**src/sv/csds_pkg.sv**
```systemverilog
package csds_pkg;

    localparam int LANE_W       = 5;
    localparam int LANE_IDX_W   = 3;
    localparam int TIME_W       = 32;
    localparam int CFG_W        = 10;
    localparam int CFG_IDX_W    = 3;
    localparam int QUEUE_DEPTH  = 32;
    localparam int LANES        = 5;

    localparam logic [9:0] FRET_LEAD_RST   = 10'd50;
    localparam logic [9:0] STRUM_PULSE_RST = 10'd40;
    localparam logic [9:0] CHORD_WIN_RST   = 10'd30;
    localparam logic [7:0] TICK_RST        = 8'd2;

    localparam logic OP_FRAME = 1'b0;
    localparam logic OP_TICK  = 1'b1;

    typedef enum logic [CFG_IDX_W-1:0] {
        CFG_ENABLE      = 3'd0,
        CFG_FRET_LEAD   = 3'd1,
        CFG_STRUM_PULSE = 3'd2,
        CFG_CHORD_WIN   = 3'd3,
        CFG_TICK        = 3'd4,
        CFG_ADVANCE     = 3'd5
    } cfg_idx_t;

    typedef struct packed {
        logic              opcode;
        logic [TIME_W-1:0] frame_time_ms;
        logic [TIME_W-1:0] strike_time_ms;
        logic [LANE_W-1:0] pressed_frets;
    } in_item_t;

    typedef struct packed {
        logic [6:0] drive_mask;
        logic       send;
    } out_item_t;

    // one queued deadline
    typedef struct packed {
        logic [TIME_W-1:0] at;
        logic [LANE_W-1:0] lanes;
    } qentry_t;

    typedef struct packed {
        logic load;
        logic shift;
    } cell_ctl_t;

    typedef struct packed {
        logic push;
        logic pop;
    } q_ctl_t;

    // a is earlier than b on the wrapping clock
    function automatic logic earlier(input logic [TIME_W-1:0] a, input logic [TIME_W-1:0] b);
        logic [TIME_W-1:0] d;
        d = a - b;
        return d[TIME_W-1];
    endfunction

endpackage

```
**src/sv/csds_cell.sv**
```systemverilog
module csds_cell (
    input  logic                                clk,
    input  csds_pkg::cell_ctl_t                 ctl,
    input  csds_pkg::qentry_t                   shift_in,
    input  csds_pkg::qentry_t                   load_data,
    input  logic                                occupied,
    input  logic [csds_pkg::TIME_W-1:0]         probe_time,
    input  logic [csds_pkg::LANE_IDX_W-1:0]     probe_lane,
    output csds_pkg::qentry_t                   entry,
    output logic                                hit
);

    csds_pkg::qentry_t entry_reg;
    logic              hit_reg;

    // entry storage: load at the tail, shift towards the head on pop
    always_ff @(posedge clk)
    begin
        if (ctl.load)
        begin
            entry_reg <= load_data;
        end
        else if (ctl.shift)
        begin
            entry_reg <= shift_in;
        end
        hit_reg <= occupied && entry_reg.lanes[probe_lane]
                   && !csds_pkg::earlier(probe_time, entry_reg.at);
    end

    assign entry = entry_reg;
    assign hit   = hit_reg;

endmodule

```
**src/sv/csds_queue.sv**
```systemverilog
module csds_queue #(
    parameter int DEPTH = csds_pkg::QUEUE_DEPTH,
    localparam int CW   = $clog2(DEPTH + 1)
) (
    input  logic                                clk,
    input  logic                                rst_n,
    input  csds_pkg::q_ctl_t                    ctl,
    input  csds_pkg::qentry_t                   push_data,
    input  logic [csds_pkg::TIME_W-1:0]         probe_time,
    input  logic [csds_pkg::LANE_IDX_W-1:0]     probe_lane,
    output csds_pkg::qentry_t                   head,
    output logic [CW-1:0]                       count,
    output logic                                full,
    output logic                                need
);

    logic [CW-1:0]     count_reg;
    csds_pkg::qentry_t entries [DEPTH];
    logic [DEPTH-1:0]  hits;

    // row of cells, head at cell 0
    for (genvar k = 0; k < DEPTH; k++)
    begin : g_cell
        csds_pkg::cell_ctl_t cctl;
        csds_pkg::qentry_t   nb;
        assign cctl.load  = ctl.push && (count_reg == CW'(k));
        assign cctl.shift = ctl.pop;
        if (k == DEPTH - 1)
        begin : g_last
            assign nb = entries[k];
        end
        else
        begin : g_mid
            assign nb = entries[k + 1];
        end
        csds_cell u_cell (
            .clk        (clk),
            .ctl        (cctl),
            .shift_in   (nb),
            .load_data  (push_data),
            .occupied   (count_reg > CW'(k)),
            .probe_time (probe_time),
            .probe_lane (probe_lane),
            .entry      (entries[k]),
            .hit        (hits[k])
        );
    end

    // fill count
    always_ff @(posedge clk or negedge rst_n)
    begin
        if (!rst_n)
        begin
            count_reg <= '0;
        end
        else if (ctl.push && !full)
        begin
            count_reg <= count_reg + CW'(1);
        end
        else if (ctl.pop && count_reg != '0)
        begin
            count_reg <= count_reg - CW'(1);
        end
    end

    assign head  = entries[0];
    assign count = count_reg;
    assign full  = (count_reg == CW'(DEPTH));
    assign need  = |hits;

endmodule
```
**config.mk**
```make
export PLATFORM = sky130hd
export DESIGN_NAME = csds_queue
export DESIGN_NICKNAME = d
export VERILOG_FILES = /design/src/sv/csds_pkg.sv /design/src/sv/csds_cell.sv /design/src/sv/csds_queue.sv
export SDC_FILE = /design/constraint.sdc
export NUM_CORES = 2
export LEC_CHECK = 0
export BUFFER_PORTS_ARGS = -buffer_cell sky130_fd_sc_hd__buf_2
export CORE_MARGIN = 1.5
export CORE_UTILIZATION = 40
export DETAILED_ROUTE_END_ITERATION = 12
export GPL_TIMING_DRIVEN = 0
export PLACE_DENSITY_LB_ADDON = 0.08
export SETUP_SLACK_MARGIN = 0.2
export SLEW_MARGIN = 20
export SYNTH_ARGS = -nofsm -noshare
export SYNTH_HDL_FRONTEND = slang
export SYNTH_HIERARCHICAL = 1
export SYNTH_SLANG_ARGS = --single-unit
```
**constraint.sdc**
```tcl
create_clock -name clk -period 8.8 [get_ports clk]
set_clock_uncertainty 0.15 [all_clocks]
set_input_delay 0.88 -clock clk [delete_from_list [all_inputs] [get_ports clk]]
set_output_delay 0.88 -clock clk [all_outputs]
set_load 0.005 [all_outputs]
```
==> out/metrics.cfg <==
[outcome]
status=finished, final reports clean

[clock_tree]
cts_sinks=1222
cts_resized=0
cts.clk_slew.worst_paths_ns=0.06
clk_latency_ns=0.78
cts_max_level=4
clockBufferDepth=3
cts_buffers=149
cts_tree=done
cts_root_buffer=clkbuf_16

[floorplanning]
start_util_pct=40.42
design.core.area_um2=193200
ios=121
rows=161
die_y_um=444.8
die-area_um2=197900
die_width_um=444.8

[finish]
largest_reg_flops=1184
drive_above_1_share_pct=24.11
nNetsFinal=7858
final_core_utilization_pct=44.82
syn2layout_area_growth_pct=10.87
finalNonFillerCells=9461

[timing]
slew_headroom_pct=16.45
fmaxAchievable_mhz=195.9
finalSetupViolCount=0
rsz0062_at_grt=false
maxSlewViolCount=0
finalCritPeriodShare_pct=58.01
setup_tns_ns=0
tightestPinTransition_ns=1.237
hold_viol=0
finalCriticalPeriod_ns=5.105

[detailed_routing]
first_pass_iters=6
drc=0
drt_iter0_drc=2087
antenna_left=0
wl_um=186900
wl_per_cell_um=19.75
viasPerCell=5.291
vias=50060

[grt]
grt_pass1_wl_um=285100
grt_pass1_vias=52530
antenna_found_initial=3
grt_remaining_overflow=0
grtUsageTotal_pct=18.72
grt_max_degree=80

[power_and_ir_drop]
p_leak_nw=36.42
p_per_area_nw_per_um2=196.9
power_mw=17.04
peakVddDrop_mv=0.1559

[logic_synthesis]
synth_area_per_cell_um2=11.93
synth_area_um2=78090
synth_edf_count=1184
synthTopCellsByArea=edfxtp_1 46%, mux2_2 17%, ha_1 15%, inv_1 4.8%, a21oi_1 2.1%
ys_warn_count=6
ys_ff_latch=1222
yosysTopAreaCell=edfxtp_1
syn_inst=6544
synth_top_area_share_pct=45.53
synth-seq-area-share_pct=46.54
ys_types=52
syn-num-nets=7585
ys.flop_type=edfxtp_1
synth_commonest_cells=1184 x edfxtp_1, 1184 x mux2_2, 999 x inv_1
async_flop_share_pct=0.4910

[worst_setup_path]
end_kind=register
crit_top_cell=inv_1
worst-setup-path-type=register to register
slowest_delay_ns=0.82
required_ns=9.04
crit_arrival_ns=5.34
path_max_fanout=37
critPathLaunchType=register
crit_chain=nor2_1 -> inv_1 -> nor2_2 -> inv_1 -> nor4_1 -> buf_2 -> buf_1 -> or2_2
slowest_stage=or2_2

[placed_design]
globalplace.congestion=0.7947
portBuffers=119
dp_cells=9191
dpl.hpwl_um=151600

[job]
maxCapViolCount=0

[worst_hold_path]
hold_path_class=primary input to register

report_power, final:
| group | switching [mW] | internal, mW | total (mW) |
|---|---|---|---|
| sequential | 0.308 | 7.23 | 7.53 |
| clock | 2.43 | 3.51 | 5.94 |
| combinational | 2.11 | 1.46 | 3.57 |
cell families (layout without fill, tap and decap cells):
logic type	count (synthesis)	count (layout)	synth area share [%]
muxes	1249	1249	17.91
DFF	1222	1222	46.54
buffers and inverters	1140	1530	5.605
and+or+nand+nor	994	994	6.085
adders and majority gates	965	965	15.46
AOI/OAI and AO/OA	939	939	8.005
xor gates and xnor gates	35	35	0.3926
other	0	1	0
final cells by class:
| class | instances | area [um^2] |
|---|---|---|
| Sequential cell | 1222 | 36340 |
| Buffer | 141 | 626.9 |
| Multi-Input combinational cell | 4182 | 37370 |
| Tap cell | 2526 | 3161 |
| Inverter | 999 | 3750 |
| Clock buffer | 204 | 4145 |
| Clock inverter | 64 | 500.5 |
| Antenna cell | 1 | 2.502 |
| Timing Repair Buffer | 122 | 678.2 |
| Fill cell | 17490 | 106600 |
worst max-delay path: cells and delay by family, from the launching register on:
family	cells	cell delay [ns]
AND/OR/NAND/NOR	4	2.49
buffers and inverters	4	1.46
flip-flops	1	0.57
final timing paths:
check	from	to	slack (ns)	cells past startpoint
worst max-delay path	count[5]	g_cell[4].u_cell/entry[17]	3.70	8
worst min-delay path	ctl[1]	count[4]	0.37	3
worst max register to register	count[5]	g_cell[4].u_cell/entry[17]	3.70	8
worst min register to register	g_cell[22].u_cell/entry[10]	g_cell[21].u_cell/entry[10]	0.41	1
max in group asynchronous	rst_n	count[5]	7.88	2
min in group asynchronous	rst_n	count[2]	0.44	2
metrics by stage:
step / instance area [um^2] / hold WS, ns / setup slack (ns)
after floorplan: 78090 / 0.3932 / 5.376
after global placement: 81840 / 0.4068 / 3.592
after detailed placement: 81910 / 0.4031 / 3.537
after CTS: 86570 / 0.3019 / 3.525
after global routing: 86570 / 0.3429 / 3.386
final: 86580 / 0.3724 / 3.695
per-layer routing:
layer,share of wire [%],GRT usage (%),vias up
li1,-,-,24780
met1,39,20.27,24370
met2,55,36.86,614
met3,2.7,2.123,297
met4,3.4,6.790,0
met5,0,0,-
placed cells by master, fill, tap and decap left out, types with 29 or more instances in the layout:
master        n
ha_1        965
nor2b_1      33
inv_1       999
clkinv_1     29
nor3_1       41
clkbuf_16   157
a21o_1       70
buf_2       181
a221o_1      32
nor2_1      189
or2_2        34
nand4_1     194
o21ai_0     174
a211o_1      32
o21bai_1     38
a21oi_2      64
mux2i_1      65
xnor2_1      35
nand3_1     102
nor4_1       43
edfxtp_1   1184
a31oi_1      32
nand2_1     342
mux2_2     1184
o311ai_0     32
a32oi_1      32
o41ai_1      32
clkbuf_1     82
a221oi_1     32
buf_1        34
a21oi_1     325
dfxtp_1      32
a2111o_1     32
what timing repair did:
action | 4_1_cts | 5_1_grt
hold endpoints to repair | 6 | 0
setup buffers | 0 | 0
hold buffers | 1 | 0
No activity file was read; power rests on OpenSTA's default activity.
